<file path="src/assert_macros.svh">
// Concurrent checks clocked on clk, held off while rst is high.
`ifndef ASSERT_MACROS_SVH
`define ASSERT_MACROS_SVH

`define ASSERT_ALWAYS(label, expr, msg) \
  label: assert property (@(posedge clk) disable iff (rst) (expr)) else $error(msg);

`define ASSERT_IMPLIES(label, ante, cons, msg) \
  label: assert property (@(posedge clk) disable iff (rst) (ante) |-> (cons)) else $error(msg);

`define ASSERT_NEXT(label, ante, cons, msg) \
  label: assert property (@(posedge clk) disable iff (rst) (ante) |=> (cons)) else $error(msg);

`endif

</file>
<file path="src/gvct_pkg.sv">
`default_nettype none
package gvct_pkg;

  typedef enum logic [1:0] {
    FN_ADD   = 2'd0,
    FN_QUERY = 2'd1,
    FN_CLEAR = 2'd2
  } func_t;

  localparam logic [1:0] MODE_OFF = 2'd0;
  localparam logic [1:0] MODE_RSQ = 2'd1;

  localparam int COUNT_W = 16;
  localparam int VSUM_W  = 40;
  localparam int SSUM_W  = 56;
  localparam int PSUM_W  = 44;

  localparam logic [COUNT_W-1:0] COUNT_MAX = '1;

  localparam int MUL_A_W = 128;
  localparam int MUL_B_W = 64;
  localparam int FRAC_W  = 32;
  localparam int ROOT_W  = 16;

  typedef struct packed {
    logic [COUNT_W-1:0] count;
    logic [VSUM_W-1:0]  vsum;
    logic [SSUM_W-1:0]  ssum;
    logic [PSUM_W-1:0]  psum;
  } cell_t;

  localparam int CELL_W = $bits(cell_t);

  typedef struct packed {
    logic busy;
    logic done;
  } seq_sts_t;

endpackage
`default_nettype wire

</file>
<file path="src/gvct_mul.sv">
`default_nettype none
module gvct_mul import gvct_pkg::*; (
  input  wire logic               clk,
  input  wire logic               rst,
  input  wire logic               start,
  input  wire logic [MUL_A_W-1:0] a,
  input  wire logic [MUL_B_W-1:0] b,
  output seq_sts_t                sts,
  output logic      [MUL_A_W-1:0] product
);

  logic [MUL_A_W-1:0] mcand;
  logic [MUL_B_W-1:0] mplier;
  logic [MUL_A_W-1:0] acc;
  logic               busy;
  logic               done;

  always_ff @(posedge clk) begin
    if (rst) begin
      busy <= 1'b0;
      done <= 1'b0;
    end else begin
      done <= 1'b0;
      if (start) begin
        mcand  <= a;
        mplier <= b;
        acc    <= '0;
        busy   <= 1'b1;
      end else if (busy) begin
        if (mplier == '0) begin
          busy <= 1'b0;
          done <= 1'b1;
        end else begin
          if (mplier[0]) begin
            acc <= acc + mcand;
          end
          mcand  <= {mcand[MUL_A_W-2:0], 1'b0};
          mplier <= {1'b0, mplier[MUL_B_W-1:1]};
        end
      end
    end
  end

  assign sts     = '{busy: busy, done: done};
  assign product = acc;

endmodule
`default_nettype wire

</file>
<file path="config.mk">
export PLATFORM = sky130hd
export DESIGN_NAME = gvct_mul
export DESIGN_NICKNAME = d
export VERILOG_FILES = /design/src/assert_macros.svh /design/src/gvct_pkg.sv /design/src/gvct_mul.sv
export SDC_FILE = /design/constraint.sdc
export NUM_CORES = 1
export LEC_CHECK = 0
export BUFFER_PORTS_ARGS = -buffer_cell sky130_fd_sc_hd__buf_2
export CAP_MARGIN = 40
export CELL_PAD_IN_SITES_DETAIL_PLACEMENT = 1
export CELL_PAD_IN_SITES_GLOBAL_PLACEMENT = 2
export CORE_MARGIN = 3
export CORE_UTILIZATION = 40
export DETAILED_ROUTE_END_ITERATION = 10
export PLACE_DENSITY = 0.9
export SYNTH_ARGS = -nofsm -noshare
export SYNTH_HDL_FRONTEND = slang
export SYNTH_SLANG_ARGS = --single-unit
</file>
<file path="constraint.sdc">
create_clock -name clk -period 29.8 [get_ports clk]
set_input_delay 5.96 -clock clk [delete_from_list [all_inputs] [get_ports clk]]
set_output_delay 5.96 -clock clk [all_outputs]
set_load 0.01 [all_outputs]
</file>
# Word level (Yosys, flattened, before mapping)
# Cells that the tools add are included.
dict set report totals {
  regBits 322
  inputBits 195
  out_inout_bits 130
  elab_cells 28
}
dict set report classes {
  add_sub_neg 1
  n_eq_ne 1
  n_mux 13
  bitwise_logic 2
  reduce_logical 6
}
# cell n
set ops {}
lappend ops {{two-way mux 128 bit} 6}
lappend ops {{two-way mux 64 bit} 3}
lappend ops {{adder 128 bit} 1}
lappend ops {{zero test 64 bit} 1}
lappend ops {{two-way mux 1 bit} 4}
lappend ops {{AND reduction 4 bit} 1}
lappend ops {{nonzero test 2 bit} 2}
lappend ops {{AND reduction 3 bit} 1}
lappend ops {{OR reduction 3 bit} 1}
lappend ops {{!= test 2 bit (second input constant)} 1}
lappend ops {{NOT 1 bit} 2}

# Depth between registers and ports, before layout
dict set report logic_depth {
  depth_word 4
  mapped_depth 13
  depth_no_buf 13
}

# Worst setup path before layout
# OpenSTA, ideal clock, no wires.
dict set report synth_path {
  kind {in2reg}
  start {input start}
  end {register acc[0] (netlist: product[0]), enable pin}
  setup_ns 0.498
  t_arrival_ns 17.900
  required_time_ns 29.302
  setup_slack_ns 11.402
  stages 5
  n_path_buf 2
  path_cell_list {clkbuf_1 -> clkbuf_1 -> a21oi_1 -> nor2_1 -> o21a_1}
}
dict set report synth_via {
  elab_chain_cells 2
  word_cells_on_any_way 4
  cone_classes {eq/ne (1); reduce/logical (3)}
}
# element line_no
set synth_rtl {}
lappend synth_rtl {{from (decl)} gvct_mul.sv:5} ;# input wire logic start,
lappend synth_rtl {{!= test 2 bit (no line) or nonzero test 2 bit (tied branches)} n/a}
lappend synth_rtl {{AND reduction 4 bit (no line) (*)} n/a}
lappend synth_rtl {{to (signal assigned)} gvct_mul.sv:35} ;# acc <= acc + mcand;
lappend synth_rtl {{to (decl)} gvct_mul.sv:14} ;# logic [MUL_A_W-1:0] acc;
# Every way passes the cells marked *; elsewhere a longest branch is shown, timed or not.
# A chain may end at the register's enable or synchronous reset.

# Worst setup path after layout
dict set report layout_path {
  start {input start}
  end {register mcand[71], enable pin}
}
dict set report layout_via {
  elab_chain_cells 2
  word_cells_on_any_way 3
  cone_classes {eq/ne (1); reduce/logical (2)}
}
# element line_no
set layout_rtl {}
lappend layout_rtl {{!= test 2 bit (no line) or nonzero test 2 bit (tied branches)} n/a}
lappend layout_rtl {{AND reduction 3 bit (no line) (*)} n/a}
lappend layout_rtl {{to (signal assigned)} gvct_mul.sv:37} ;# mcand <= {mcand[MUL_A_W-2:0], 1'b0};
lappend layout_rtl {{to (decl)} gvct_mul.sv:12} ;# logic [MUL_A_W-1:0] mcand;
# Marks and branches as above.

==> impl_metrics.xml <==
<?xml version="1.0" encoding="UTF-8"?>
<metrics>
  <group name="yosys">
    <metric name="synth_area_per_cell" unit="um2">10.3</metric>
    <metric name="yosysSeqAreaShare" unit="">0.456</metric>
    <metric name="post_synthesis_instance_area" unit="mm2">0.0212</metric>
    <metric name="most_frequently_used_flop_master_after_synthesis" unit="">sky130_fd_sc_hd__edfxtp_1</metric>
    <metric name="synth-warning-count" unit="">0</metric>
    <metric name="ys_ff_latch" unit="">322</metric>
    <metric name="synth_nets" unit="">2382</metric>
    <metric name="synth_cell_types" unit="">75</metric>
    <metric name="syn-instance-count" unit="">2059</metric>
    <metric name="postSynth.asyncResetShare" unit="">0</metric>
    <metric name="synth-edff-count" unit="">320</metric>
  </group>
  <group name="setup_path">
    <metric name="worst-r2r-setup-slack" unit="ns">24.98</metric>
    <metric name="critPathMaxStageDelay" unit="ns">0.65</metric>
    <metric name="critical_path.slowest_cell" unit="">sky130_fd_sc_hd__buf_4</metric>
    <metric name="timing.critical_path.arrival" unit="ns">9.01</metric>
    <metric name="end_kind" unit="">flop</metric>
    <metric name="number_of_buffer_and_inverter_instances_along_the_worst_setup_path" unit="">6</metric>
    <metric name="worstPathRequired" unit="ns">30.04</metric>
    <metric name="crit_path_cell_trace" unit="">buf_8 -&gt; buf_4 -&gt; buf_16 -&gt; a21oi_1 -&gt; nor2_4 -&gt; buf_4 -&gt; buf_4 -&gt; buf_16</metric>
    <metric name="worst_r2r_path_depth" unit="">12</metric>
    <metric name="worstPathMaxFanout" unit="">107</metric>
    <metric name="regToRegEndpoint" unit="">product[100]</metric>
    <metric name="timing.setup.critical_path_class" unit="">in -&gt; reg</metric>
    <metric name="timing.critical_path.depth" unit="">8</metric>
    <metric name="worst_path_dominant_cell_family" unit="">buffers and inverters</metric>
    <metric name="timing.critical_path.mode_cell" unit="">sky130_fd_sc_hd__buf_4</metric>
    <metric name="timing.rr.start" unit="">product[25]</metric>
    <metric name="worst_setup_path_startpoint" unit="">start</metric>
    <metric name="critical_path_startpoint_category" unit="">input pin</metric>
  </group>
  <group name="clock_network">
    <metric name="tritoncts_num_sinks" unit="">322</metric>
    <metric name="cts-hold-fix-buffers" unit="">0</metric>
    <metric name="cts_made_buffers" unit="">41</metric>
    <metric name="ctsLongestPathBuffers" unit="">3</metric>
    <metric name="post_cts_resized" unit="">0</metric>
    <metric name="postCtsSetupBuffers" unit="">0</metric>
    <metric name="tritoncts" unit="">done</metric>
    <metric name="cts.clk_slew.worst_paths" unit="ns">0.06</metric>
    <metric name="cts_htree_levels" unit="">2</metric>
    <metric name="cts.root.buffer_cell" unit="">sky130_fd_sc_hd__clkbuf_16</metric>
    <metric name="clock_insertion_delay_at_the_later_pin_of_the_skew_report" unit="ns">0.57</metric>
  </group>
  <group name="final_layout">
    <metric name="final_core_utilization" unit="">0.477</metric>
    <metric name="mostFrequentLayoutCell" unit="">sky130_fd_sc_hd__buf_2</metric>
    <metric name="finish.net_count" unit="">2656</metric>
    <metric name="post_route_cells_drive_above_1_share" unit="">0.261</metric>
    <metric name="layout_common_cells" unit="">sky130_fd_sc_hd__buf_2, sky130_fd_sc_hd__edfxtp_1, sky130_fd_sc_hd__nor2_1</metric>
    <metric name="area_growth_from_synthesis_to_layout" unit="%">16.6</metric>
  </group>
  <group name="power_and_ir_drop">
    <metric name="power_density" unit="mW/mm2">57.7</metric>
    <metric name="worst_vdd_ir" unit="uV">41.9</metric>
    <metric name="leakage" unit="uW">0.00953</metric>
  </group>
  <group name="grt">
    <metric name="number_of_global_route_vias_before_repair" unit="">18500</metric>
    <metric name="largest_net_degree_at_the_start_of_global_routing" unit="">108</metric>
    <metric name="grt_first_pass_wirelength" unit="um">106000</metric>
    <metric name="global_route.overflow_total" unit="">0</metric>
    <metric name="globalRouteTotalUtil" unit="">0.238</metric>
    <metric name="antenna_violations_before_repair" unit="">11</metric>
  </group>
  <group name="floorplan">
    <metric name="fp-row-count" unit="">83</metric>
    <metric name="design.die.area" unit="mm2">0.0558</metric>
    <metric name="pin_count" unit="">325</metric>
    <metric name="dieWidth" unit="um">236</metric>
    <metric name="initial_core_utilization" unit="">0.409</metric>
    <metric name="core-area" unit="mm2">0.0518</metric>
    <metric name="die_y" unit="um">236</metric>
  </group>
  <group name="placed_design">
    <metric name="io_buffer_count" unit="">324</metric>
    <metric name="gpl.final_weighted_congestion" unit="">0.887</metric>
    <metric name="final_hpwl_dp" unit="um">54500</metric>
  </group>
  <group name="drt">
    <metric name="drtPass1Iterations" unit="">5</metric>
    <metric name="detail-route-antenna-nets" unit="">0</metric>
    <metric name="remaining_drc_errors" unit="">0</metric>
    <metric name="count_of_vias_placed_by_the_detailed_router" unit="">17700</metric>
    <metric name="detail_route.vias_per_cell" unit="">5.81</metric>
    <metric name="wl_per_cell" unit="um">22.6</metric>
    <metric name="detail_route.wirelength" unit="um">69100</metric>
    <metric name="number_of_drc_markers_in_iteration_0" unit="">1362</metric>
  </group>
  <group name="timing">
    <metric name="finClkSkew" unit="ns">0.0134</metric>
    <metric name="final_min_period_over_clock_period" unit="">0.294</metric>
    <metric name="report.final.slew_viol_count" unit="">0</metric>
    <metric name="maxSlewHeadroom" unit="">0.404</metric>
    <metric name="setup_viol" unit="">0</metric>
    <metric name="tns" unit="ns">0</metric>
    <metric name="tightest_slew" unit="ns">0.887</metric>
    <metric name="max_freq" unit="GHz">0.114</metric>
    <metric name="grt_setup_unrepaired" unit="">false</metric>
    <metric name="layout_min_cycle_time" unit="ns">8.77</metric>
    <metric name="hold_viol_final" unit="">0</metric>
  </group>
  <group name="worst_hold_path">
    <metric name="hp-start" unit="">busy</metric>
    <metric name="hold-path-endpoint" unit="">done</metric>
    <metric name="holdPathStages" unit="">1</metric>
    <metric name="worst_hold_path_type" unit="">reg -&gt; reg</metric>
  </group>
  <group name="flow_run">
    <metric name="cap_viol_max_count" unit="">0</metric>
  </group>
  <group name="run_status">
    <metric name="result_of_the_run" unit="">finished, final reports clean</metric>
  </group>
</metrics>
==> through the flow <==
stage	hold slack, ns	power, uW	area [um2]	worst slack (ns)	cells
final	0.514	1420	24700	21.03	3050
after global routing	0.530	1490	24700	20.77	3044
after CTS	0.517	1440	24700	21.03	3043
after detailed placement	0.510	964	23500	20.39	2970
after global placement	0.497	949	23300	19.92	2965
after floorplan	0.472	840	21200	11.40	2059
==> worst register-to-register path, delay by kind of cell, from the launching register on <==
| kind | cells | cell delay [ns] |
|---|---|---|
| AOI/OAI and AO/OA | 9 | 3.44 |
| DFF | 1 | 0.43 |
| adders and majority gates | 1 | 0.42 |
| xor gates and xnor gates | 1 | 0.20 |
| and+or+nand+nor | 1 | 0.05 |
==> cells in the mapped netlist (12+ instances only) <==
cell | instances | area, um2
sky130_fd_sc_hd__edfxtp_1 | 320 | 9610
sky130_fd_sc_hd__nor2_1 | 240 | 901
sky130_fd_sc_hd__a21oi_1 | 220 | 1100
sky130_fd_sc_hd__mux2_2 | 194 | 2180
sky130_fd_sc_hd__nand2_1 | 143 | 537
sky130_fd_sc_hd__ha_1 | 127 | 1590
sky130_fd_sc_hd__o21ai_0 | 116 | 581
sky130_fd_sc_hd__clkbuf_1 | 102 | 383
sky130_fd_sc_hd__nand4_1 | 79 | 494
sky130_fd_sc_hd__xnor2_1 | 59 | 517
sky130_fd_sc_hd__xor2_1 | 54 | 473
sky130_fd_sc_hd__a21o_1 | 47 | 353
sky130_fd_sc_hd__inv_1 | 45 | 169
sky130_fd_sc_hd__o21bai_1 | 37 | 278
sky130_fd_sc_hd__nor3_1 | 32 | 160
sky130_fd_sc_hd__nor4_1 | 30 | 188
sky130_fd_sc_hd__nand3_1 | 16 | 80.1
sky130_fd_sc_hd__o21a_1 | 16 | 120
sky130_fd_sc_hd__a31oi_1 | 13 | 81.3
sky130_fd_sc_hd__nor2b_1 | 13 | 81.3
sky130_fd_sc_hd__a211oi_1 | 12 | 90.1
sky130_fd_sc_hd__o31ai_1 | 12 | 90.1
==> layer usage <==
layer  track usage  vias to the layer above  wire, um
met5             0                        -        67
met4        0.0651                       10      1710
met3        0.0514                      114      4740
met2         0.395                      505     32400
met1         0.316                     8750     30100
li1              -                     8329         -
==> registers in the layout (all words and copies together) (netlist names) <==
| signal | flops |
|---|---|
| mcand | 128 |
| product | 128 |
| mplier | 64 |
| busy | 1 |
| done | 1 |
==> cell type report <==
cell class	instances	area [um2]
diodes	7	17.5
clock buffers	51	1060
clock inverters	22	160
fillers	5802	27100
inverters	45	169
multi-input cells	1585	11000
flip-flops and latches	322	9650
well taps	680	851
repair buffers	338	1820
==> power breakdown <==
part	switching (uW)	internal, uW	leakage (uW)
registers	24.5	549	0.00308
clock network	202	263	0.000594
logic	238	148	0.00586
==> cells by family after synthesis <==
kind of cell	count (synthesis)	share of synthesized area
and+or+nand+nor	608	0.134
AOI/OAI and AO/OA	540	0.156
adders and majority gates	128	0.0760
xor gates and xnor gates	113	0.0467
buffers and inverters	152	0.0274
muxes	196	0.104
DFF	322	0.456
==> how the worst max path moves through the flow <==
| stage | end | slack (ns) |
|---|---|---|
| after floorplan | product[0] | 11.40 |
| after global placement | product[62] | 19.92 |
| after detailed placement | mcand[64] | 20.39 |
| after CTS | mcand[71] | 21.03 |
| after global routing | mcand[74] | 20.77 |
| final | mcand[71] | 21.03 |
Power figures use the tool's default switching activity.
