--- config.mk ---
export PLATFORM = sky130hd
export DESIGN_NAME = gvct_ram
export DESIGN_NICKNAME = d
export VERILOG_FILES = /design/src/assert_macros.svh /design/src/gvct_ram.sv
export SDC_FILE = /design/constraint.sdc
export NUM_CORES = 1
export LEC_CHECK = 0
export CORE_ASPECT_RATIO = 1.4
export CORE_UTILIZATION = 65
export CTS_CLUSTER_SIZE = 10
export DETAILED_ROUTE_END_ITERATION = 10
export DONT_BUFFER_PORTS = 1
export PLACE_DENSITY_LB_ADDON = 0.3
export SKIP_CTS_REPAIR_TIMING = 1
export SYNTH_ARGS = -nofsm -noshare
export SYNTH_HDL_FRONTEND = slang
export SYNTH_SLANG_ARGS = --single-unit
--- constraint.sdc ---
create_clock -name clk -period 4.5 [get_ports clk]
set_input_delay 0.45 -clock clk [delete_from_list [all_inputs] [get_ports clk]]
set_output_delay 0.45 -clock clk [all_outputs]
set_load 0.01 [all_outputs]
--- src/assert_macros.svh ---
// Concurrent checks clocked on clk, held off while rst is high.
`ifndef ASSERT_MACROS_SVH
`define ASSERT_MACROS_SVH

`define ASSERT_ALWAYS(label, expr, msg) \
  label: assert property (@(posedge clk) disable iff (rst) (expr)) else $error(msg);

`define ASSERT_IMPLIES(label, ante, cons, msg) \
  label: assert property (@(posedge clk) disable iff (rst) (ante) |-> (cons)) else $error(msg);

`define ASSERT_NEXT(label, ante, cons, msg) \
  label: assert property (@(posedge clk) disable iff (rst) (ante) |=> (cons)) else $error(msg);

`endif

--- src/gvct_ram.sv ---
`default_nettype none
module gvct_ram #(
  parameter int WIDTH = 8,
  parameter int DEPTH = 16
) (
  input  wire logic                     clk,
  input  wire logic                     we,
  input  wire logic [$clog2(DEPTH)-1:0] waddr,
  input  wire logic [WIDTH-1:0]         wdata,
  input  wire logic [$clog2(DEPTH)-1:0] raddr,
  output logic      [WIDTH-1:0]         rdata
);

  logic [WIDTH-1:0] mem [DEPTH];

  always_ff @(posedge clk) begin
    if (we) begin
      mem[waddr] <= wdata;
    end
    rdata <= mem[raddr];
  end

endmodule
`default_nettype wire

After elaboration in Yosys (flattened, before gate mapping)
Memories as Yosys holds them, arrays and structs flattened. A register that Yosys moved wholly into a read port is not among the register bits. Cells that the tools add are included.

Multiplexer cells: 2.

Operator list (count): $mux 1 (2).

Bits in registers: 0. Memory bits (writable): 128. Bits of input ports: 18. Output and inout bits: 8. Logic and storage cells: 3. Memories kept: 1.

Memory list: mem (depth 16, bits a word 8, rd ports 1, clocked after Yosys merged registers in 1, wr ports 1, RTL line gvct_ram.sv:14) `logic [WIDTH-1:0] mem [DEPTH];`.

Longest topological paths before layout
Gate-level depths: netlist of run 1.

Word-level depth: 2. Mapped depth: 5. Depth with buffers taken out: 3.

Worst setup path after synthesis of run 1
OpenSTA, ideal clock, no wires.

Kind: input -> register. Start: input waddr[2]. End: memory mem[0][0] (enable). Setup time: 383 ps. Data arrival time: 1560 ps. Data required time: 4117 ps. Slack: 2557 ps. Stages on the path: 2. Buffers on the path: 0. Path through: or3b_2 nor3_1.

RTL lines: from (decl) (RTL line gvct_ram.sv:8) `input wire logic [$clog2(DEPTH)-1:0] waddr,`; to (decl) (RTL line gvct_ram.sv:14).

Straight into the memory's write port.

Worst setup path in the final report of run 1
Start: input waddr[2]. End: memory mem[0][6] (enable).

Straight into the memory's write port.

==> metrics.md, run 1 <==
| Metric | Value |
|---|---|
| Diode insertion count for antenna repair | `0` |
| H-Tree Level Count | `4` |
| Static leakage power | `1.97 nW` |
| Number of pins exceeding their max-slew limit in the final report | `0` |
| Fin crit period | `1640 ps` |
| GR Util All Layers | `26.5%` |
| Max incr delay on CP | `820 ps` |
| Achievable frequency | `610 MHz` |
| Max-cap check violation count | `0` |
| Mean number of vias per cell | `6.73` |
| Switching share of power | `18.3%` |
| Wire length on met3 | `1030 um` |
| Worst r2r path cells | `3` |
| Startpoint Class | `primary input` |
| Mapped Nets | `247` |
| Library cell occupying the most area in the post-synthesis netlist | `edfxtp_1` |
| Worst Hold Margin | `25.0 ps` |
| Clock latency reported for the late side of the worst-skew pair | `520 ps` |
| Setup TNS Final | `0 ps` |
| Final setup viols | `0` |
| Pin count of the biggest net entering global routing | `33` |
| Reg clk slew, reported paths | `60 ps` |
| Destination of the worst register-to-register timing path | `rdata[1]` |
| Iter 0 DRT Violations | `266` |
| Fraction of the yosys area taken by sequential cells | `77.8%` |
| Netlist area before placement | `5150 um2` |
| Leading cell types by total area after synthesis | `edfxtp_1 75%, mux4_2 7.9%, mux4_1 7.1%` |
| Overall die area | `8280 um2` |
| Buffering stage count on the worst path with inverters included | `0` |
| Fillers | `417` |
| Boundary Pins | `26` |
| Wire per inst | `29.0 um` |
| Reg-to-reg critical path startpoint | `mem[1][1]` |
| Flip-flop and latch count after synthesis | `136` |
| Chip Width | `77.2 um` |
| Detailed Place HPWL | `5530 um` |
| VDD IR-drop max | `0.000475 V` |
| Core area | `7700 um2` |
| Most common library cell in the layout ignoring fill and taps | `edfxtp_1` |
| Number of antenna violations at the first check in global routing | `0` |
| Vias | `2458` |
| # nets final | `270` |
| Gp weighted congestion | `0.783` |
| Total count of hold-check failures in the final report | `0` |
| CTS root buf | `clkbuf_8` |
| Routed WL | `10600 um` |
| Num Clock Sinks | `136` |
| Share of power burned in combinational logic | `3.1%` |
| Kind of cell adding the most delay to the critical path | `simple AND/OR/NAND/NOR gates` |
| Cells along the critical path | `or3b_2 > nor3_1` |
| Unrepaired setup endpoints after global routing | `no` |
| Maximum clock insertion buffer count | `2` |
| Synth Warn # | `0` |
| Worst setup skew after layout | `5.71 ps` |
| Number of input and output port buffers inserted | `0` |
| Critical path class | `primary input to register` |
| WHS Endpoint | `mem[1][1]` |
| GR Overflow Total | `0` |
| Clock share of power | `48.9%` |
| Wire length of the first global-routing pass | `14300 um` |
| Row cnt | `38` |
| Die Ht | `107 um` |
| Via count of the first global-routing pass | `2364` |
| Register-to-register setup slack | `2990 ps` |
| Yosys cell types | `19` |
| Syn Inst Count | `229` |
| Required time of the worst setup path | `4640 ps` |
| Critical path endpoint category | `register` |
| Fraction of power consumed by sequential logic | `48.0%` |
| Most frequent cells in the layout | `128 x edfxtp_1, 18 x mux4_2, 16 x a22oi_1, 16 x clkbuf_16, 14 x mux4_1` |
| Power Internal | `0.00243 W` |
| Wire length on met1 | `3780 um` |
| Crit path launch | `waddr[2]` |
| Hold Crit Class | `primary input to register` |
| Final clock period utilization by the worst path | `36.4%` |
| Detail Route Antenna Nets | `0` |
| Number of buffers added by the clock tree synthesis step | `17` |
| Share of final-layout standard cells stronger than drive strength 1 | `18.9%` |
| Power Dens Cells | `501 nW/um2` |
| Switch Pwr | `0.000547 W` |
| Top routing layer in use | `met4` |
| Slew @ Worst Pin | `1270 ps` |
| Final routed DRC violation total | `0` |
| Largest fanout on the critical path | `8` |
| Run status | `completed` |
| Register area | `4000 um2` |
| Met2 wirelength from detailed routing | `5460 um` |
| Area growth, synth to finish | `15.7%` |
| Initial core utilization | `66.8%` |
| Depth of the worst hold-timing path | `0` |
| Relative slew slack | `14.9%` |
| Worst path arrival time | `1780 ps` |
| TritonCTS clock tree | `yes` |
| Area taken by multi-input logic gates | `1060 um2` |
| Avg Synthesized Cell Area | `22.5 um2` |
| Standard cell with the maximum stage delay on the critical path | `nor3_1` |
| Detailed-routing iteration count for the pre-antenna-repair pass | `5` |
| Area fraction of the dominant cell type after synthesis | `74.7%` |
| Source of the worst hold timing path | `wdata[1]` |
==> synthesized netlist by cell type <==
master	count
or3b_2	1
and2b_1	1
mux4_1	14
nand2_1	9
dfxtp_1	8
nand2b_1	2
buf_4	1
edfxtp_1	128
a22oi_1	16
nor2_1	13
mux4_2	18
nor2b_1	1
nand3_1	1
buf_6	3
clkdlybuf4s25_2	3
nand3b_1	2
buf_2	3
and2_1	1
nor3_1	4
==> power groups by stage <==
stage / clock network, W / logic, W / registers (W)
5_1_grt: 0.00152 / 0.0000982 / 0.00143
4_1_cts: 0.00146 / 0.0000765 / 0.00143
6_report: 0.00146 / 0.0000938 / 0.00143
3_3_place_gp: 0 / 0.0000734 / 0.00145
2_1_floorplan: 0 / 0.0000719 / 0.00145
3_5_place_dp: 0 / 0.0000753 / 0.00146
==> metal layers <==
metal	vias up	global-route usage, %
met5	-	0
met4	0	13.7
met3	19	9.15
met2	165	40.6
met1	1253	33.7
li1	1021	-
==> logic make-up after synthesis <==
group | count (synthesis) | synth area share, %
DFF | 136 | 77.8
muxes | 32 | 15.0
and+or+nand+nor | 35 | 3.18
AOI/OAI and AO/OA | 16 | 2.33
buffers and inverters | 10 | 1.68
==> how the worst max path moves through the flow <==
stage | endpoint | slack, ps | depth (start not counted)
after floorplan | mem[0][0] | 2560 | 2
after global placement | mem[0][5] | 2460 | 2
after detailed placement | mem[0][0] | 2390 | 2
after CTS | mem[0][0] | 2910 | 2
after global routing | mem[0][1] | 2780 | 2
final | mem[0][6] | 2860 | 2
==> area by class of cell <==
type	count	area share, %
clock inverter	9	2.42
multi-input combinational	83	17.8
timing repair buffer	14	2.31
clock buffer	23	8.17
sequential	136	67.2
tap	100	2.10
==> worst register-to-register path, delay by kind of cell (launching register included) <==
family             cells  cell delay, ps
DFF                    1             380
AOI/OAI and AO/OA      1             350
and+or+nand+nor        1             100
muxes                  1             570
==> flip-flops by register name, summed over array words and instances, names as in the netlist <==
name and cells:
mem 128, rdata 8
==> per-stage QoR <==
step	power [W]	area, um2	setup WS (ps)	cells	utilization, %
after global placement	0.00153	5190	2460	320	67.4
after global routing	0.00305	5950	2780	365	77.3
final	0.00298	5950	2860	365	77.3
after detailed placement	0.00153	5190	2390	320	67.4
after floorplan	0.00152	5150	2560	229	-
after CTS	0.00297	5820	2910	352	75.6
Note: power is estimated with default switching activity, not from simulation.
==> run 2, diff against run 1 <==
--- a/config.mk
+++ b/config.mk
@@ -6,7 +6,7 @@
 export NUM_CORES = 1
 export LEC_CHECK = 0
 export CORE_ASPECT_RATIO = 1.4
-export CORE_UTILIZATION = 65
+export CORE_UTILIZATION = 62
 export CTS_CLUSTER_SIZE = 10
 export DETAILED_ROUTE_END_ITERATION = 10
 export DONT_BUFFER_PORTS = 1
==> constraint.sdc (replaced) <==
create_clock -name clk -period 1.7 [get_ports clk]
set_input_delay 0.17 -clock clk [delete_from_list [all_inputs] [get_ports clk]]
set_output_delay 0.17 -clock clk [all_outputs]
set_load 0.01 [all_outputs]
==> metrics.md, run 2 (synthesis gave the netlist of run 1 again) <==
| Metric | Value |
|---|---|
| Number of antenna violations at the first check in global routing | `0` |
| Most common library cell in the layout ignoring fill and taps | `edfxtp_1` |
| Worst r2r path cells | `3` |
| Wire per inst | `25.4 um` |
| Iter 0 DRT Violations | `179` |
| Cells along the critical path | `mux4_1 > a22oi_1 > nand2_1` |
| Power Internal | `0.00585 W` |
| Diode insertion count for antenna repair | `0` |
| Overall die area | `8680 um2` |
| TritonCTS clock tree | `yes` |
| Startpoint Class | `register` |
| # nets final | `281` |
| Row cnt | `39` |
| Crit path launch | `mem[2][1]` |
| Die Ht | `110 um` |
| Core area | `8100 um2` |
| CTS root buf | `clkbuf_16` |
| Final non-filler cell total | `378` |
| Setup TNS Final | `0 ps` |
| Switching share of power | `19.2%` |
| Most frequent cells in the layout | `128 x edfxtp_1, 18 x mux4_2, 17 x clkbuf_16, 17 x buf_4, 16 x a22oi_1` |
| Chip Width | `79.0 um` |
| Post-layout worst setup margin | `222 ps` |
| Initial core utilization | `63.5%` |
| Post-route total power | `0.00724 W` |
| Capturing element of the worst setup path | `rdata[1]` |
| Via count of the first global-routing pass | `2421` |
| Relative slew slack | `59.8%` |
| Area growth, synth to finish | `15.0%` |
| Worst path arrival time | `1750 ps` |
| Final clock period utilization by the worst path | `86.9%` |
| Gp weighted congestion | `0.778` |
| Max reg flops | `128` |
| Share of final-layout standard cells stronger than drive strength 1 | `22.8%` |
| Maximum clock insertion buffer count | `2` |
| Clock share of power | `44.1%` |
| Clock latency reported for the late side of the worst-skew pair | `400 ps` |
| Fraction of power consumed by sequential logic | `52.3%` |
| Core Util, Final | `73.1%` |
| Reg clk slew, reported paths | `60 ps` |
| Slew @ Worst Pin | `602 ps` |
| Max-cap check violation count | `0` |
| Switch Pwr | `0.00139 W` |
| Final setup viols | `0` |
| Reg-to-reg critical path startpoint | `mem[2][1]` |
| Required time of the worst setup path | `1970 ps` |
| Max incr delay on CP | `550 ps` |
| Largest registers ranked by flip-flop count | `mem x128, rdata x8` |
| Destination of the worst register-to-register timing path | `rdata[1]` |
| Critical path class | `register to register` |
| Total count of hold-check failures in the final report | `0` |
| Detail Route Antenna Nets | `0` |
| Power Dens Cells | `1220 nW/um2` |
| Share of power burned in combinational logic | `3.6%` |
| Largest fanout on the critical path | `1` |
| Critical path endpoint category | `register` |
| Detailed-routing iteration count for the pre-antenna-repair pass | `4` |
| Pin count of the biggest net entering global routing | `33` |
| Number of instances in the placed design | `338` |
| Number of pins exceeding their max-slew limit in the final report | `0` |
| Hold Crit Class | `primary input to register` |
| Mean number of vias per cell | `6.25` |
| Vias | `2361` |
| Achievable frequency | `677 MHz` |
| H-Tree Level Count | `4` |
| Static leakage power | `1.98 nW` |
| Detailed Place HPWL | `5750 um` |
| GR Overflow Total | `0` |
| Routed WL | `9590 um` |
| Final routed DRC violation total | `0` |
| Number of input and output port buffers inserted | `0` |
| Boundary Pins | `26` |
| Unrepaired setup endpoints after global routing | `no` |
| Standard cell with the maximum stage delay on the critical path | `mux4_1` |
| Num Clock Sinks | `136` |
| Most flops, register | `mem` |
| Wire length of the first global-routing pass | `14100 um` |
| Fin crit period | `1480 ps` |
| Worst slack, placed | `336 ps` |
| Register-to-register setup slack | `220 ps` |
| Run status | `completed` |
| VDD IR-drop max | `0.000980 V` |
| GR Util All Layers | `24.7%` |
| Worst setup skew after layout | `6.95 ps` |
| Fillers | `489` |
| Number of buffers added by the clock tree synthesis step | `17` |
-- run 2: cell types whose count changed in the layout (fill, tap and decap cells not counted) --
cell,before,now
buf_4,1,17
bufinv_16,4,1
clkbuf_1,1,3
clkbuf_16,16,17
clkbuf_8,6,0
clkinv_1,1,2
clkinv_2,4,8
clkinvlp_4,0,1
dlygate4sd3_1,13,8
-- run 2: how the worst min path moves through the flow --
| stage | start | to | slack [ps] | cells past startpoint |
|---|---|---|---|---|
| after floorplan | wdata[0] | mem[0][0] | 270 | 0 |
| after global placement | wdata[3] | mem[4][3] | 270 | 0 |
| after detailed placement | wdata[5] | mem[9][5] | 270 | 0 |
| after CTS | wdata[1] | mem[5][1] | -160 | 0 |
| after global routing | raddr[1] | rdata[5] | 50 | 3 |
| final | raddr[1] | rdata[5] | 70 | 3 |
-- run 2: cell type report --
| type | instances | area, um2 | area share (%) |
|---|---|---|---|
| Clock buffer | 20 | 437 | 7.38 |
| Clock inverter | 12 | 85.1 | 1.44 |
| Multi-Input combinational cell | 83 | 1060 | 17.9 |
| Sequential cell | 136 | 4000 | 67.7 |
| Tap cell | 102 | 128 | 2.16 |
| Timing Repair Buffer | 25 | 208 | 3.51 |
-- run 2: worst max-delay path: cells and delay by family (launching register included) --
kind | cells | cell delay [ps]
AO/OA/AOI/OAI | 1 | 280
flip-flops | 1 | 400
AND/OR/NAND/NOR | 1 | 120
multiplexers | 1 | 550
-- run 2: routing by layer --
layer	global-route usage, %	vias to the layer above	routed length (um)
met5	0	-	0
met4	11.6	0	125
met3	6.64	8	609
met2	39.9	99	5150
met1	31.6	1212	3710
li1	-	1042	-
-- run 2: power groups by stage --
| stage | Combinational [W] | Clock [W] | Sequential (W) |
|---|---|---|---|
| after detailed placement | 0.000204 | 0 | 0.00386 |
| after CTS | 0.000207 | 0.00323 | 0.00379 |
| after global routing | 0.000281 | 0.00336 | 0.00379 |
| after global placement | 0.000200 | 0 | 0.00385 |
| after floorplan | 0.000190 | 0 | 0.00384 |
| final | 0.000259 | 0.00319 | 0.00379 |
-- run 2: through the flow --
stage	hold slack (ps)	instance area, um2
after CTS	-157	5840
after global routing	49.8	5920
after floorplan	269	5150
after global placement	270	5320
after detailed placement	269	5320
final	72.9	5920
