$ cat src/assert_macros.svh
// Concurrent checks clocked on clk, held off while rst is high.
`ifndef ASSERT_MACROS_SVH
`define ASSERT_MACROS_SVH

`define ASSERT_ALWAYS(label, expr, msg) \
  label: assert property (@(posedge clk) disable iff (rst) (expr)) else $error(msg);

`define ASSERT_IMPLIES(label, ante, cons, msg) \
  label: assert property (@(posedge clk) disable iff (rst) (ante) |-> (cons)) else $error(msg);

`define ASSERT_NEXT(label, ante, cons, msg) \
  label: assert property (@(posedge clk) disable iff (rst) (ante) |=> (cons)) else $error(msg);

`endif

$ cat src/gvct_pkg.sv
`default_nettype none
package gvct_pkg;

  typedef enum logic [1:0] {
    FN_ADD   = 2'd0,
    FN_QUERY = 2'd1,
    FN_CLEAR = 2'd2
  } func_t;

  localparam logic [1:0] MODE_OFF = 2'd0;
  localparam logic [1:0] MODE_RSQ = 2'd1;

  localparam int COUNT_W = 16;
  localparam int VSUM_W  = 40;
  localparam int SSUM_W  = 56;
  localparam int PSUM_W  = 44;

  localparam logic [COUNT_W-1:0] COUNT_MAX = '1;

  localparam int MUL_A_W = 128;
  localparam int MUL_B_W = 64;
  localparam int FRAC_W  = 32;
  localparam int ROOT_W  = 16;

  typedef struct packed {
    logic [COUNT_W-1:0] count;
    logic [VSUM_W-1:0]  vsum;
    logic [SSUM_W-1:0]  ssum;
    logic [PSUM_W-1:0]  psum;
  } cell_t;

  localparam int CELL_W = $bits(cell_t);

  typedef struct packed {
    logic busy;
    logic done;
  } seq_sts_t;

endpackage
`default_nettype wire

$ cat src/gvct_sqrt.sv
`default_nettype none
module gvct_sqrt import gvct_pkg::*; (
  input  wire logic              clk,
  input  wire logic              rst,
  input  wire logic              start,
  input  wire logic [FRAC_W-1:0] radicand,
  output seq_sts_t               sts,
  output logic      [ROOT_W-1:0] root
);

  logic [FRAC_W-1:0] rad;
  logic [ROOT_W-1:0] bitv;
  logic              busy;
  logic              done;
  logic [ROOT_W-1:0] trial;
  logic [FRAC_W-1:0] trial_sq;

  assign trial    = root | bitv;
  assign trial_sq = FRAC_W'(trial) * FRAC_W'(trial);

  always_ff @(posedge clk) begin
    if (rst) begin
      busy <= 1'b0;
      done <= 1'b0;
    end else begin
      done <= 1'b0;
      if (start) begin
        rad  <= radicand;
        root <= '0;
        bitv <= {1'b1, {(ROOT_W-1){1'b0}}};
        busy <= 1'b1;
      end else if (busy) begin
        if (trial_sq <= rad) begin
          root <= trial;
        end
        bitv <= {1'b0, bitv[ROOT_W-1:1]};
        if (bitv[0]) begin
          busy <= 1'b0;
          done <= 1'b1;
        end
      end
    end
  end

  assign sts = '{busy: busy, done: done};

endmodule
`default_nettype wire

$ cat config.mk
export PLATFORM = sky130hd
export DESIGN_NAME = gvct_sqrt
export DESIGN_NICKNAME = d
export VERILOG_FILES = /design/src/assert_macros.svh /design/src/gvct_pkg.sv /design/src/gvct_sqrt.sv
export SDC_FILE = /design/constraint.sdc
export NUM_CORES = 1
export LEC_CHECK = 0
export BUFFER_PORTS_ARGS = -buffer_cell sky130_fd_sc_hd__buf_2
export CAP_MARGIN = 25
export CORE_MARGIN = 1
export CORE_UTILIZATION = 60
export CTS_BUF_LIST = sky130_fd_sc_hd__clkbuf_8
export CTS_CLUSTER_DIAMETER = 120
export DETAILED_ROUTE_END_ITERATION = 12
export HOLD_SLACK_MARGIN = 0.08
export PLACE_DENSITY = 0.87
export SLEW_MARGIN = 15
export SYNTH_ARGS = -nofsm -noshare
export SYNTH_HDL_FRONTEND = slang
export SYNTH_SLANG_ARGS = --single-unit
$ cat constraint.sdc
create_clock -name clk -period 23.2 [get_ports clk]
set_clock_uncertainty 0.2 [all_clocks]
set_input_delay 0 -clock clk [delete_from_list [all_inputs] [get_ports clk]]
set_output_delay 0 -clock clk [all_outputs]
set_load 0.02 [all_outputs]
Word-level counts from Yosys, hierarchy flattened

Index checks and enable logic that the tools add are counted.

Logic and storage cells: 23
Flip-flop bits (word level): 66
Output and inout bits: 18
Input port bits: 35

Bitwise operators: 3
Reductions and logical operators: 6
Mux-type cells: 7
Magnitude comparators: 1
$mul: 1

Operator list:

| cell                            | count |
|---|---|
| two-way mux 16 bit              | 3 |
| less-or-equal comparator 32 bit | 1 |
| multiplier 16 x 16 -> 32 bit    | 1 |
| bitwise OR 16 bit               | 1 |
| two-way mux 1 bit               | 4 |
| AND reduction 2 bit             | 2 |
| nonzero test 2 bit              | 2 |
| AND reduction 3 bit             | 1 |
| OR reduction 3 bit              | 1 |
| inverter 1 bit                  | 2 |

Depth between registers and ports, before layout

Gate-level depths: netlist (run 1).

Depth after elaboration: 5
Gate-level depth with buffers: 33
Mapped depth without buffers: 32

Least setup slack after synthesis (run 1)

No wires, ideal clock.

Path type: register -> register
Start: reg root[12]
End: reg root[0], enable pin
Clock period less this slack: 8,432 ps
Setup slack: 14,768 ps
Setup time: 367 ps
Arrival: 7,865 ps
Required time: 22,633 ps
Path buffers: 0
Cell stages (with the launch flop): 28
Cells stage by stage: edfxtp_1 nor2_1 clkinv_1 nand2_1 fa_1 fa_1 inv_1 fa_1 fa_1 fa_1 inv_1 fa_1 inv_1 ha_1 a21oi_2 o21ai_2 or4_1 o31a_1 a31o_1 o21a_1 nor2_2 xnor2_1 ha_1 nor2b_1 o21ai_0 o211ai_1 a2111oi_0 a21o_1

Longest elaborated chain between the ends: 5

Ends and longest elaborated chain:

| item                            | line            | text |
|---|---|---|
| start, declared                 | gvct_sqrt.sv:8  | `output logic [ROOT_W-1:0] root` |
| start signal, assigned          | gvct_sqrt.sv:34 | `root <= trial;` |
| bitwise OR 16 bit               | gvct_sqrt.sv:18 | `assign trial = root \| bitv;` |
| named net trial[12]             | gvct_sqrt.sv:15 | `logic [ROOT_W-1:0] trial;` |
| multiplier 16 x 16 -> 32 bit    | gvct_sqrt.sv:19 | `assign trial_sq = FRAC_W'(trial) * FRAC_W'(trial);` |
| less-or-equal comparator 32 bit | gvct_sqrt.sv:33 | `if (trial_sq <= rad) begin` |
| nonzero test 2 bit (no line)    | -               |  |
| AND reduction 3 bit (no line)   | -               |  |

The timed path passes the listed nets, and every way through them passes these cells.
A chain may end at the register's enable or synchronous reset.

Worst setup path in the final report (run 1)

Start: reg root[3]
End: reg root[1], enable pin

Same word-level chain as after synthesis.

==> flow_summary.yaml, run 1 <==
grt:
  antenna_violations_before_repair: 0
  overall_overflow_remaining_after_global_route: 0
  grt_max_degree: 37
  wire_length_of_the_first_global_routing_pass_um: 38900
  first_global_vias: 8109
  grt_util_all_layers_pct: 29.3
yosys:
  yosysSeqAreaShare_pct: 19.3
  synthArstFlopShare_pct: 0
  yosys_register_bits: 66
  synth-warning-count: 0
  syn_area_per_cell_um2: 9.51
  postSynthNetCount: 1392
  yosys.cell_types.count: 55
  synth_cells: 1069
  postSynth.topFlopCell: "edfxtp_1"
  synth-edff-count: 64
  syn_area_um2: 10200
layout:
  syn_to_final_growth_pct: 9.89
  fillerInstances: 1230
  nets: 1463
  post-route-cell-area_um2: 11200
  post_route_cells_drive_above_1_share_pct: 7.69
clock_tree:
  cts-buffers-inserted: 9
  tritoncts_num_sinks: 66
  clk_root_buffer_cell: "clkbuf_8"
  clock_latency_ps: 380
  clk_pin_slew_worst_paths_ps: 80
  cts_repair_resize_count: 0
  htree_levels: 3
  cts_post_setup_buffers_inserted: 0
  clock_tree_from_tritoncts: "done"
  cts-root-to-sink-buffers: 2
routing:
  starting_drc_count_in_detailed_routing: 589
  pre_repair_dr_iteration_count: 7
  avgViaCountPerCell: 5.68
  route.final.wire_length_um: 24200
  route.detailed.drc: 0
  routed-via-count: 7763
  routed_wire_length_per_instance_um: 17.7
  antenna_viol_nets_final: 0
setup_path:
  start_kind: "register"
  critPathMaxFanout: 16
  worst-endpoint-required_ps: 22990
  timing.critical_path.arrival_ps: 9790
  critical_path.slowest_cell: "nor2_1"
  worstSetupEndpointType: "register"
  r2r_cells: 32
  path_common_cell: "inv_1"
  cpPeakStageDelay_ps: 790
  worstSetupPathType: "reg -> reg"
place:
  dp_hpwl_um: 18900
  io_buffer_count: 52
  detailed_place.area_um2: 10600
  globalplace.congestion: 0.968
floorplan:
  io_pins: 53
  die-height_um: 132
  floorplan.rows: 47
  fp.dieArea_um2: 17500
  coreArea_um2: 16600
  chip_width_um: 132
  floorplan.initialDensity_pct: 61.3
status:
  run_status: "finished, final reports clean"
timing:
  timing.setup.tns_ps: 0
  worst_slew_pin_slew_ps: 1030
  max_freq_mhz: 100
  setup_viol_count_final: 0
  hold-worst-slack_ps: 126
  min_period_ps: 9990
  worst_slew_margin_rel_pct: 30.9
  final_report_hold_violation_count: 0
  setup_repair_after_global_routing_missed_its_margin: "false"
  timing_max_transition_violations_final: 0
  min_period_over_period_pct: 43.1
job:
  max_cap_viol_count: 0
hold_path:
  hold_depth: 2
  worst_hold_path_type: "in -> reg"
==> Yosys cell counts (all sizes together), types with 6 or more instances <==
cell | instances | area share (%)
ha | 127 | 16
or2 | 10 | 0.62
edfxtp | 64 | 19
a21oi | 40 | 2.0
a31oi | 6 | 0.37
nor2b | 20 | 1.2
nand2b | 6 | 0.37
nand4 | 10 | 0.62
xnor2 | 26 | 2.2
clkbuf | 28 | 1.0
a21o | 26 | 1.9
fa | 161 | 32
xor2 | 10 | 0.86
nor2 | 106 | 3.9
inv | 263 | 9.7
o211ai | 6 | 0.44
nor3 | 6 | 0.30
nand2 | 83 | 3.1
o21ai | 14 | 0.73
==> logic make-up after synthesis <==
family / Yosys count / synth area share, %
buffers and inverters: 299 / 11.1
adder cells (fa/ha/maj): 289 / 47.5
AND/OR/NAND/NOR: 257 / 11.1
AO/OA/AOI/OAI: 122 / 7.90
flip-flops: 66 / 19.3
XOR/XNOR: 36 / 3.10
==> routing by layer <==
metal  wire (µm)  up-vias  GRT usage (%)
li1            -     3474              -
met1        8760     3801           34.5
met2       12200      390           49.9
met3        2220       98           8.04
met4        1040        0           13.4
met5           0        -              0
==> path summary, 6_finish.rpt <==
kind	start	to	slack, ps
min reg2reg	busy$_SDFF_PP0_	done$_SDFF_PP0_	310
max reg2reg	root[3]$_SDFFCE_PP0P_	root[1]$_SDFFCE_PP0P_	13210
min	radicand[5]	rad[5]$_DFFE_PP_	130
max	root[3]$_SDFFCE_PP0P_	root[1]$_SDFFCE_PP0P_	13210
==> worst max-delay path: cells and delay by family, from the launching register on <==
kind	cells	cell delay (ps)
AND/OR/NAND/NOR	3	1140
adder cells (fa/ha/maj)	8	3650
flip-flops	1	390
buffers and inverters	8	930
AO/OA/AOI/OAI	12	3080
XOR/XNOR	1	180
==> per-stage QoR <==
| step | worst slack, ps | util (%) | cells |
|---|---|---|---|
| 3_3_place_gp | 13790 | 64.0 | 1315 |
| 3_5_place_dp | 13440 | 64.0 | 1315 |
| 4_1_cts | 13410 | 67.3 | 1365 |
| 6_report | 13210 | 67.3 | 1366 |
| 5_1_grt | 12640 | 67.3 | 1365 |
| 2_1_floorplan | 14770 | - | 1069 |
==> area by class of cell <==
class | count | area (µm²) | share of cell area (%)
clock buffers | 9 | 124 | 1.11
inverters | 268 | 1010 | 9.01
repair buffers | 91 | 638 | 5.71
clock inverters | 7 | 86.3 | 0.773
diodes | 1 | 2.50 | 0.0224
flip-flops and latches | 66 | 1960 | 17.6
well taps | 220 | 275 | 2.46
multi-input cells | 704 | 7070 | 63.3
==> cell usage in the layout, fill, tap and decap left out, drive strengths merged, types with 9 or more instances in the layout <==
cell type    instances
nand2               83
xor2                10
nand4               10
ha                 127
o21ai               14
fa                 161
clkbuf               9
a21o                26
a21oi               40
nor2b               20
edfxtp              64
nor2               106
or2                 10
dlygate4sd3         34
buf                 57
xnor2               26
inv                265
==> sequential cells by signal, indices dropped and copies added, names as in the netlist <==
register and flops:
rad 32, bitv 16, root 16, busy 1, done 1
==> what timing repair did <==
action / 4_1_cts / 5_1_grt
setup endpoints to repair: 0 / 0
hold buffers: 34 / 0
endpoints found under the hold margin: 76 / 0
Power of run 1 is left out: the tool's default activity adds up to more than one toggle a clock period on the data nets, which glitch-free logic cannot reach.
==> run 2: changes to the inputs <==
==> constraint.sdc (replaced) <==
create_clock -name clk -period 10.2 [get_ports clk]
set_clock_uncertainty 0.2 [all_clocks]
set_input_delay 0 -clock clk [delete_from_list [all_inputs] [get_ports clk]]
set_output_delay 0 -clock clk [all_outputs]
set_load 0.02 [all_outputs]
==> flow_summary.yaml, run 2 (synthesis gave the netlist of run 1 again) <==
floorplan:
  chip_width_um: 132
  coreArea_um2: 16600
  die-height_um: 132
  floorplan.initialDensity_pct: 61.3
  io_pins: 53
  fp.dieArea_um2: 17500
  floorplan.rows: 47
setup_path:
  worstSetupPathType: "reg -> reg"
  cpPeakStageDelay_ps: 690
  worst-endpoint-required_ps: 9990
  start_kind: "register"
  critPathMaxFanout: 16
  worstSetupEndpointType: "register"
  timing.rr.start: "bitv[8]$_SDFFCE_PP0P_"
  timing.critical_path.arrival_ps: 9220
  r2r_cells: 30
  worst_r2r_endpoint: "root[9]$_SDFFCE_PP0P_"
  worst-r2r-setup-slack_ps: 770
  path_common_cell: "inv_1"
  critical_path.slowest_cell: "a21o_1"
routing:
  routed_wire_length_per_instance_um: 17.9
  avgViaCountPerCell: 5.63
  starting_drc_count_in_detailed_routing: 460
  route.detailed.drc: 0
  met2WireLength_um: 12200
  dr.max_layer_used: "met5"
  route.final.wire_length_um: 24400
  routed-via-count: 7705
  antenna_viol_nets_final: 0
  pre_repair_dr_iteration_count: 5
  met3_wirelength_um: 1850
  met1_layer_wirelength_in_the_final_routing_um: 9170
grt:
  wire_length_of_the_first_global_routing_pass_um: 40300
  first_global_vias: 8363
  grt_max_degree: 37
  antenna_violations_before_repair: 1
  grt_util_all_layers_pct: 30.1
  overall_overflow_remaining_after_global_route: 0
timing:
  max_freq_mhz: 106
  timing_max_transition_violations_final: 0
  worst_slew_pin_slew_ps: 867
  min_period_over_period_pct: 92.4
  timing.setup.tns_ps: 0
  worst_slew_margin_rel_pct: 42.2
  setup_repair_after_global_routing_missed_its_margin: "false"
  setup_viol_count_final: 0
  min_period_ps: 9430
  final_report_hold_violation_count: 0
layout:
  fillerInstances: 1249
  layout.cells.most_common_list: "inv_1, fa_1, ha_1"
  syn_to_final_growth_pct: 10.0
  register_with_the_most_flip_flops: "rad"
  post_route_cells_drive_above_1_share_pct: 8.19
  flip_flop_count_of_the_largest_register_all_copies_and_words_added: 32
  largestRegisters: "rad x32, bitv x16, root x16"
  most_common_cell_after_layout_fill_and_taps_aside: "inv_1"
  antenna_cells_inserted: 0
  nets: 1466
place:
  io_buffer_count: 52
  globalplace.congestion: 0.984
  dp_hpwl_um: 19200
clock_tree:
  clock_tree_from_tritoncts: "done"
  htree_levels: 3
  tritoncts_num_sinks: 66
  clk_pin_slew_worst_paths_ps: 80
  clock_latency_ps: 380
  cts-buffers-inserted: 9
  cts-root-to-sink-buffers: 2
  cts_repair_resize_count: 0
  clk_root_buffer_cell: "clkbuf_8"
status:
  run_status: "finished, final reports clean"
hold_path:
  worstHoldEndpoint: "rad[11]$_DFFE_PP_"
  worst_hold_path_type: "in -> reg"
  hold_depth: 2
  holdCritStartpoint: "radicand[11]"
job:
  max_cap_viol_count: 0
==> run 2: worst max-delay path by stage <==
stage | from | endpoint | slack [ps] | cells after the start
after CTS | root[11]$_SDFFCE_PP0P_ | root[9]$_SDFFCE_PP0P_ | 970 | 27
final | bitv[8]$_SDFFCE_PP0P_ | root[9]$_SDFFCE_PP0P_ | 770 | 30
after detailed placement | root[11]$_SDFFCE_PP0P_ | root[4]$_SDFFCE_PP0P_ | 990 | 27
after global placement | bitv[11]$_SDFFCE_PP0P_ | root[4]$_SDFFCE_PP0P_ | 1300 | 27
after global routing | bitv[8]$_SDFFCE_PP0P_ | root[9]$_SDFFCE_PP0P_ | 320 | 30
after floorplan | root[12]$_SDFFCE_PP0P_ | root[0]$_SDFFCE_PP0P_ | 1770 | 27
==> run 2: layout make-up <==
class / instances / area (µm²) / area share (%)
Multi-Input combinational cell: 704 / 7070 / 63.3
Sequential cell: 66 / 1960 / 17.5
Inverter: 268 / 1010 / 9.00
Timing Repair Buffer: 94 / 661 / 5.91
Tap cell: 220 / 275 / 2.46
Clock buffer: 10 / 138 / 1.23
Clock inverter: 6 / 66.3 / 0.593
==> run 2: timing repair <==
| action | in CTS | in global routing |
|---|---|---|
| endpoints found under the setup margin | 0 | 0 |
| buffers inserted | 0 | 0 |
| hold buffers | 34 | 0 |
| endpoints found under the hold margin | 74 | 0 |
==> run 2: worst max-delay path, delay by kind of cell (launching register included) <==
family	cells	cell delay [ps]
buffers and inverters	8	740
xor gates and xnor gates	1	120
adders and majority gates	8	3730
DFF	1	380
AOI/OAI and AO/OA	8	2390
and+or+nand+nor	5	1520
==> run 2: per-stage QoR <==
stage	std cells	instance area, µm²	utilization (%)	hold WS (ps)	setup slack [ps]
floorplan	1069	10200	-	-124	1770
global placement	1318	10600	64.1	-22.6	1300
detailed placement	1318	10600	64.1	-21.6	986
CTS	1368	11200	67.4	113	972
global route	1368	11200	67.4	121	322
finish	1368	11200	67.4	127	774
==> run 2: metal layers <==
metal,global-route usage [%],vias up
met3,6.11,97
met1,36.1,3791
met5,0,-
met2,51.9,334
li1,-,3481
met4,14.3,2
Power of run 2 is left out for the same reason.
